===== config.mk =====
export PLATFORM = sky130hd
export DESIGN_NAME = rrt_ram
export DESIGN_NICKNAME = d
export VERILOG_FILES = /design/src/rrt_ram.sv
export SDC_FILE = /design/constraint.sdc
export NUM_CORES = 1
export LEC_CHECK = 0
export ABC_CLOCK_PERIOD_IN_PS = 5700
export BUFFER_PORTS_ARGS = -buffer_cell sky130_fd_sc_hd__buf_4
export CAP_MARGIN = 20
export CORE_ASPECT_RATIO = 1.25
export CORE_MARGIN = 8
export CORE_UTILIZATION = 40
export DETAILED_ROUTE_END_ITERATION = 8
export HOLD_SLACK_MARGIN = 0.03
export SYNTH_ARGS = -nofsm -noshare
export SYNTH_HDL_FRONTEND = slang
export SYNTH_SLANG_ARGS = --single-unit

===== constraint.sdc =====
create_clock -name clk_i -period 5.7 [get_ports clk_i]
set_clock_uncertainty 0.1 [all_clocks]
set_input_delay 0.855 -clock clk_i [delete_from_list [all_inputs] [get_ports clk_i]]
set_output_delay 0.855 -clock clk_i [all_outputs]
set_load 0.05 [all_outputs]

===== src/rrt_ram.sv =====
`default_nettype none

module rrt_ram #(
  parameter int unsigned WIDTH = 8,
  parameter int unsigned DEPTH = 16
) (
  input  wire logic                             clk_i,
  input  wire logic                             we_i,
  input  wire logic [$clog2(DEPTH)-1:0]         waddr_i,
  input  wire logic [WIDTH-1:0]                 wdata_i,
  input  wire logic                             re_i,
  input  wire logic [$clog2(DEPTH)-1:0]         raddr_i,
  output logic      [WIDTH-1:0]                 rdata_o
);

  logic [WIDTH-1:0] mem [DEPTH];

  always_ff @(posedge clk_i) begin
    if (we_i) begin
      mem[waddr_i] <= wdata_i;
    end
    if (re_i) begin
      rdata_o <= mem[raddr_i];
    end
  end

endmodule

`default_nettype wire


==> run metrics, run 1 <==
Combinational Power Share 5.3%; Final period util 40.87%; internal power 1806 µW; clock buffer depth 2; Synth warnings 0; WP data arrival 2380 ps; register area 4084 µm²; CP delay by family, top multiplexers; Final Hold Vio Count 0; CTS Buf Count 17; commonest non-fill, non-tap cells in the layout edfxtp_1 (136), buf_4 (27), mux4_2 (18), clkbuf_16 (17), a22oi_1 (16); clock insertion delay at the later pin of the skew report 410 ps; core area 12720 µm²; Startpoint Class input port; Crit-path slowest cell mux4_1; TritonCTS clock tree built; WS Path Type in2reg; main combinational cell family by area after synthesis multiplexers; Reg power frac 50.1%; Area Overhead vs Synth 16.97%; Ports 27; # diodes 0; Final ANT Viol Nets 0; number of global-route vias before repair 2578; DP HPWL 6342 µm; largest net degree at the start of global routing 33; DRC violations left 0; Sw Pwr 454.9 µW; layout cells sized above 1 26.52%; Synth Instances 229; Core Rows 46; multi-input logic area 1067 µm²; setup_tns 0 ps; Setup Buffers After CTS 0; fin. max-slew vios 0; Least-Margin Pin Slew 937.5 ps; Hold Path Class reg2reg; Compound-Gate Fraction of Synth Area 2.298%; crit-path max FO 32; worst path cell trace buf_4, mux4_1, a22oi_1, nand2_1; Lkg Pwr 0.002015 µW; Via Count 2377; Clock transition at path regs 60 ps; Slew Limit Headroom 37.27%; Cell Area, Synth 5228 µm²; routed length per instance 22.77 µm; RSZ-0062 raised after global routing no; GPL Wtd Cong 0.7178; Final Setup Violations 0; clock sinks 136; max-cap viol count 0; Synth Register Bits 136; crit path buf inv count 1; First DRT Iteration DRCs 122; commonest non-fill, non-tap cell in the layout edfxtp_1; first-pass GRT wire length 15160 µm; hold_buf cts 0; clock power share 44.6%; Syn Area/Cell 22.83 µm²; syn nets 248; min Tclk post-route 2329 ps; CP Capture Type flop; all-layer global routing usage 12.59%; first-pass iteration count of the detailed router 4; clk root buf clkbuf_16; worst vdd ir 0.2131 mV; CTS resizes 0; via density per instance 5.318; outcome finished, final reports clean; die extent in y 143.8 µm; Seq/Total Area, Yosys 78.12%; WP data required 5750 ps; total power 2261 µW; xor/xnor share of the synthesized area 0%; Initial Utilization 41.10%; width of the die 118.3 µm; GRT Residual Overflow 0; mux cell area share after synthesis 14.79%; Fillers 1043; sw frac 20.12%; Post-Synth Simple-Gate Area 3.135%; Synth cell types 18; slowest stage delay, CP 630 ps; Synth Area in Adders 0%; FMAX 0.4293 GHz; Nets 285; H-Tree Depth 4; drt total wl 10180 µm; IO Port Bufs 26; die area 17010 µm²; P per Cell Area 369.8 nW/µm²; antenna violations before repair 0
## through the flow
step	worst slack (ps)	cell area [µm²]	hold WS [ps]	instances	util [%]
2_1_floorplan	3252	5228	604.8	229	-
4_1_cts	3276	6110	653.4	446	48.03
5_1_grt	3236	6115	662.2	447	48.07
6_report	3371	6115	649.7	447	48.07
3_5_place_dp	2849	5564	645.3	414	43.74
3_3_place_gp	2868	5564	626.0	414	43.74
## final cells by class
| type | instances | area share, % |
|---|---|---|
| tap | 168 | 3.438 |
| sequential | 136 | 66.79 |
| timing repair buffer | 28 | 3.397 |
| multi-input combinational | 83 | 17.45 |
| clock buffer | 20 | 7.141 |
| clock inverter | 12 | 1.780 |
## synth_stat cells
library cell / n / area [µm²]
edfxtp_1: 136 / 4084
mux4_2: 18 / 405.4
a22oi_1: 16 / 120.1
mux4_1: 14 / 367.9
nor2_1: 13 / 48.80
nand2_1: 9 / 33.78
nor3_1: 4 / 20.02
buf_2: 3 / 15.01
buf_6: 3 / 33.78
clkdlybuf4s25_2: 3 / 30.03
nand2b_1: 2 / 12.51
nand3b_1: 2 / 15.01
and2_1: 1 / 6.260
and2b_1: 1 / 7.510
buf_4: 1 / 7.510
nand3_1: 1 / 5.000
nor2b_1: 1 / 6.260
or3b_2: 1 / 8.760
## registers in the layout (all words and copies together) (netlist names)
name     flops
rdata_o      8
mem        128
## final timing paths
check | start | slack [ps] | endpoint | cells after the start
setup / recovery | raddr_i[0] | 3370 | rdata_o[3] | 4
hold / removal | mem[14][3] | 650 | rdata_o[3] | 3
setup reg to reg | mem[5][3] | 4110 | rdata_o[3] | 3
hold reg to reg | mem[14][3] | 650 | rdata_o[3] | 3
## tightest hold or removal path, cell delays in order (launching register included)
cell,delay (ps)
edfxtp_1,310
mux4_2,220
a22oi_1,50
nand2_1,60
## cell families (layout without fill, tap and decap cells)
logic type	Yosys count	count (layout)
buf+inv	10	60
mux	32	32
flops	136	136
simple gates	35	35
compound gates	16	16
## layer usage
metal  share of wire [%]  wire length (µm)  up-vias  global-route usage (%)
met4                 2.2               227        0                   6.824
li1                    -                 -     1055                       -
met2                  50              5041       76                   20.71
met3                 4.7               476       16                   3.180
met5                   0                 0        -                       0
met1                  44              4433     1230                   15.00
## power by group through the flow
stage,Clock (µW),Sequential (µW),Combinational [µW]
final,1010,1130,120
after detailed placement,0,1150,122
after global routing,1060,1130,130
after CTS,1020,1130,123
after global placement,0,1150,120
after floorplan,0,1170,56.9
Power figures use the tool's default switching activity.
==> run 2: changes to the inputs <==
--- a/config.mk
+++ b/config.mk
@@ -5,7 +5,7 @@
 export SDC_FILE = /design/constraint.sdc
 export NUM_CORES = 1
 export LEC_CHECK = 0
-export ABC_CLOCK_PERIOD_IN_PS = 5700
+export ABC_CLOCK_PERIOD_IN_PS = 2200
 export BUFFER_PORTS_ARGS = -buffer_cell sky130_fd_sc_hd__buf_4
 export CAP_MARGIN = 20
 export CORE_ASPECT_RATIO = 1.25
==> constraint.sdc (replaced) <==
create_clock -name clk_i -period 2.2 [get_ports clk_i]
set_clock_uncertainty 0.1 [all_clocks]
set_input_delay 0.33 -clock clk_i [delete_from_list [all_inputs] [get_ports clk_i]]
set_output_delay 0.33 -clock clk_i [all_outputs]
set_load 0.05 [all_outputs]
==> run 2 against run 1 <==
Compared with the run above: non-clock buffer count grew 20; via count grew 4.1%; design area rose by 3.8%; wire length down 2.9%; clock power rose to 2.9 times the previous value; register-to-register slack got worse by 3500 ps; critical endpoint is now rdata_o[2].
==> run metrics, run 2 (synthesis results as in run 1) <==
first-pass iteration count of the detailed router 4; GRT met2 Usage 20.71%; FMAX 0.6344 GHz; Startpoint Class flop; worst vdd ir 0.6030 mV; commonest non-fill, non-tap cell in the layout edfxtp_1; setup_tns 0 ps; hold_buf cts 0; WS Path Type reg2reg; DP HPWL 6572 µm; first-pass GRT wire length 15100 µm; clock buffer depth 2; antenna violations before repair 0; Ports 27; Fillers 1008; die extent in y 143.8 µm; number of global-route vias before repair 2673; Core Rows 46; largest net degree at the start of global routing 33; Most Crowded Layer GR met2; via density per instance 5.298; Hold Path Class in2reg; TritonCTS clock tree built; Final Instance Area 6349 µm²; GRT Residual Overflow 0; CTS Buf Count 17; Setup Buffers After CTS 0; clock sinks 136; die area 17010 µm²; H-Tree Depth 4; clk root buf clkbuf_16; Lkg Pwr 0.002147 µW; WP data required 2260 ps; Nets 305; IO Port Bufs 26; WHS Path Cells 1; GR met1 Demand/Resource 13.75%; max-cap viol count 0; clock insertion delay at the later pin of the skew report 410 ps; layout cells sized above 1 32.11%; Final Setup Violations 0; Largest register FFs 128; outcome finished, final reports clean; met3 Use GR 4.201%; Final ANT Viol Nets 0; Via Count 2474; Slew Limit Headroom 69.80%; Post-DP Area 5737 µm²; min Tclk post-route 1576 ps; P per Cell Area 969.6 nW/µm²; # diodes 0; Clock transition at path regs 60 ps; reg2reg path depth 3; WP data arrival 1640 ps; slowest stage delay, CP 510 ps; commonest non-fill, non-tap cells in the layout edfxtp_1 (136), buf_4 (46), mux4_2 (18), clkbuf_16 (17), a22oi_1 (16); worst path cell trace mux4_1, a22oi_1, nand2_1; drt total wl 9881 µm; First DRT Iteration DRCs 158; fin. max-slew vios 0; Initial Utilization 41.10%; core area 12720 µm²; all-layer global routing usage 12.38%; Final period util 71.65%; width of the die 118.3 µm; CP Capture Type flop; Area Overhead vs Synth 21.45%; routed length per instance 21.16 µm; Largest Register mem; CTS resizes 0; crit-path max FO 1; RSZ-0062 raised after global routing no; DRC violations left 0; Least-Margin Pin Slew 453.0 ps; GPL Wtd Cong 0.7413; Largest regs mem x128, rdata_o x8; Crit-path slowest cell mux4_1; Final Hold Vio Count 0
## run 2: cell types whose count changed in the layout (fill, tap and decap cells not counted), sizes merged
cell      previous run  this run
clkbuf              21        19
clkinv              10         6
bufinv               2         4
buf                 27        48
clkinvlp             0         3
## run 2: final cells by class
cell class	count	area [µm²]	share of cell area, %
Sequential cell	136	4084	64.33
Multi-Input combinational cell	83	1057	16.65
Clock buffer	19	432.9	6.819
Timing Repair Buffer	48	385.4	6.070
Tap cell	168	210.2	3.311
Clock inverter	13	178.9	2.818
## run 2: per-layer routing
metal	vias to the layer above	share of wire (%)
met5	-	0
met4	0	1.4
met3	8	3.5
met2	70	53
met1	1302	42
li1	1094	-
## run 2: per-stage QoR
step	utilization, %	std cells	setup WS [ps]	hold WS (ps)	total power [µW]
6_report	49.91	467	623.8	122.1	6155
2_1_floorplan	-	229	277.1	328.9	3177
3_3_place_gp	45.10	435	227.2	533.4	3314
3_5_place_dp	45.10	435	228.4	540.9	3321
4_1_cts	49.91	467	622.9	102.7	6204
5_1_grt	49.91	467	573.0	115.1	6329
## run 2: path summary, 6_finish.rpt
check	slack (ps)	startpoint	end
max	620	mem[1][2]	rdata_o[2]
min	120	wdata_i[0]	mem[4][0]
max reg2reg	620	mem[1][2]	rdata_o[2]
min reg2reg	650	mem[15][4]	rdata_o[4]
## run 2: power breakdown
part / switching, µW / total (µW) / internal (µW)
Clock: 1010 / 2890 / 1890
Sequential: 15.1 / 2940 / 2920
Combinational: 192 / 326 / 134
## run 2: critical path: cells and delay by family (launching register included)
family,cells,cell delay [ps]
DFF,1,360
AOI/OAI and AO/OA,1,280
muxes,1,510
and+or+nand+nor,1,80
==> run 3: changes to the inputs <==
--- a/config.mk
+++ b/config.mk
@@ -5,7 +5,7 @@
 export SDC_FILE = /design/constraint.sdc
 export NUM_CORES = 1
 export LEC_CHECK = 0
-export ABC_CLOCK_PERIOD_IN_PS = 2200
+export ABC_CLOCK_PERIOD_IN_PS = 1500
 export BUFFER_PORTS_ARGS = -buffer_cell sky130_fd_sc_hd__buf_4
 export CAP_MARGIN = 20
 export CORE_ASPECT_RATIO = 1.25
==> constraint.sdc (replaced) <==
create_clock -name clk_i -period 1.5 [get_ports clk_i]
set_clock_uncertainty 0.1 [all_clocks]
set_input_delay 0.225 -clock clk_i [delete_from_list [all_inputs] [get_ports clk_i]]
set_output_delay 0.225 -clock clk_i [all_outputs]
set_load 0.05 [all_outputs]
==> run 3 against run 2 <==
Compared with the run above: the flow now finishes with violations (setup timing); design area grew 2.9%; clock power grew 38%; count of clock-buffer cells in the layout shrank 2; worst setup slack lost 630 ps; wire length shrank 0.26%; global-route usage grew 0.31 points; combinational power grew 68%; final cell count grew 4.3%; largest cell class unchanged.
==> run metrics, run 3 (synthesis results as in run 1) <==
P per Cell Area 1353 nW/µm²; Clock transition at path regs 60 ps; H-Tree Depth 4; Final period util 100.1%; Placed Cells 447; DRC violations left 0; via density per instance 5.092; commonest non-fill, non-tap cells in the layout edfxtp_1 (136), buf_4 (54), mux4_2 (32), clkbuf_16 (17), nor2_1 (13); Largest register FFs 128; TritonCTS clock tree built; Non-Filler Instances 487; clock insertion delay at the later pin of the skew report 410 ps; dpl ws -338.2 ps; First DRT Iteration DRCs 178; Final ANT Viol Nets 0; Top Layer Used met4; max-cap viol count 0; width of the die 118.3 µm; crit path to rdata_o[0]; Final WS setup -1.735 ps; Core Rows 46; WS Path Type reg2reg; outcome finished, violations left; drt total wl 9855 µm; GPL Wtd Cong 0.6776; die extent in y 143.8 µm; first-pass iteration count of the detailed router 6; largest net degree at the start of global routing 18; min Tclk post-route 1502 ps; DP HPWL 6674 µm; Hold Path Class in2reg; commonest non-fill, non-tap cell in the layout edfxtp_1; clock sinks 136; WHS Path Cells 1; CP Capture Type flop; Area Overhead vs Synth 24.94%; reg2reg start mem[0][0]; Largest Register mem; Largest regs mem x128, rdata_o x8; CTS Buf Count 17; worst vdd ir 0.5963 mV; first-pass GRT wire length 15550 µm; die area 17010 µm²; met3 routed wirelength 556 µm; RSZ-0062 raised after global routing yes; layout cells sized above 1 42.01%; crit-path max FO 1; Fillers 1001; R2R Setup Slk -2 ps; clk root buf clkbuf_16; clock buffer depth 2; Setup Buffers After CTS 0; Final Setup Violations 1; number of global-route vias before repair 2760; core area 12720 µm²; Startpoint Class flop; FMAX 0.6659 GHz; WP data arrival 1560 ps; Least-Margin Pin Slew 841.0 ps; fin. max-slew vios 0; Ports 27; FF-to-FF End rdata_o[0]; failing checks setup timing; routed length per instance 20.24 µm; Nets 325; Met1 Wirelength 3969 µm; Lkg Pwr 0.002187 µW; Via Count 2480; CP startpoint mem[0][0]; Slew Limit Headroom 43.73%; reg2reg path depth 3; total power 8837 µW; Initial Utilization 41.10%; all-layer global routing usage 12.70%; met2 WL 5143 µm; antenna violations before repair 0; Final Hold Vio Count 0; WP data required 1550 ps; IO Port Bufs 26; GRT Residual Overflow 0; # diodes 0
## run 3: cell count changes in the layout (fill, tap and decap cells not counted), moves of 3 or more
cell	before	now
nor3_2	0	3
buf_12	2	6
a22oi_2	0	7
nor3_1	4	1
buf_4	46	54
inv_6	0	3
mux4_1	14	0
a22oi_1	16	9
mux4_2	18	32
dlygate4sd3_1	0	8
## run 3: routing by layer
layer / up-vias / track usage [%]
li1: 1117 / -
met1: 1274 / 14.02
met2: 77 / 21.58
met3: 12 / 4.594
met4: 0 / 5.878
met5: - / 0
## run 3: area by class of cell
type / instances / area [µm²] / area share (%)
well taps: 168 / 210.2 / 3.218
flip-flops and latches: 136 / 4084 / 62.53
clock inverters: 15 / 151.4 / 2.318
clock buffers: 17 / 425.4 / 6.513
repair buffers: 68 / 605.6 / 9.272
multi-input cells: 83 / 1055 / 16.15
## run 3: worst max-delay path: stages, from the launching register on
cell and delay [ps]:
edfxtp_1 380, mux4_2 490, a22oi_2 180, nand2_1 90
## run 3: worst min-delay path by stage
stage,from,to,slack [ps]
5_1_grt,wdata_i[7],mem[12][7],40
6_report,wdata_i[7],mem[12][7],40
3_5_place_dp,wdata_i[4],mem[6][4],430
2_1_floorplan,wdata_i[0],mem[0][0],220
4_1_cts,wdata_i[7],mem[15][7],30
3_3_place_gp,wdata_i[4],mem[6][4],420
## run 3: metrics by stage
| step | TNS [ps] | area, µm² | hold slack (ps) | util (%) |
|---|---|---|---|---|
| 3_5_place_dp | -5552 | 5843 | 434.1 | 45.94 |
| 6_report | -1.735 | 6531 | 42.78 | 51.35 |
| 5_1_grt | -188.8 | 6531 | 43.93 | 51.35 |
| 4_1_cts | -53.39 | 6511 | 32.73 | 51.19 |
| 3_3_place_gp | -5011 | 5843 | 423.1 | 45.94 |
| 2_1_floorplan | -2975 | 5228 | 223.9 | - |
## run 3: what timing repair did
| action | in CTS | in global routing |
|---|---|---|
| gates resized for setup | 4 | 4 |
| pin swaps | 2 | 1 |
| gates cloned | 0 | 0 |
| hold endpoints to repair | 120 | 0 |
| hold buffers | 8 | 0 |
| setup endpoints to repair | 6 | 8 |
## run 3: power breakdown
| group | switching, µW | internal, µW |
|---|---|---|
| Clock | 1540 | 2440 |
| Combinational | 300 | 247 |
| Sequential | 23.6 | 4280 |
| Total | 1870 | 6970 |
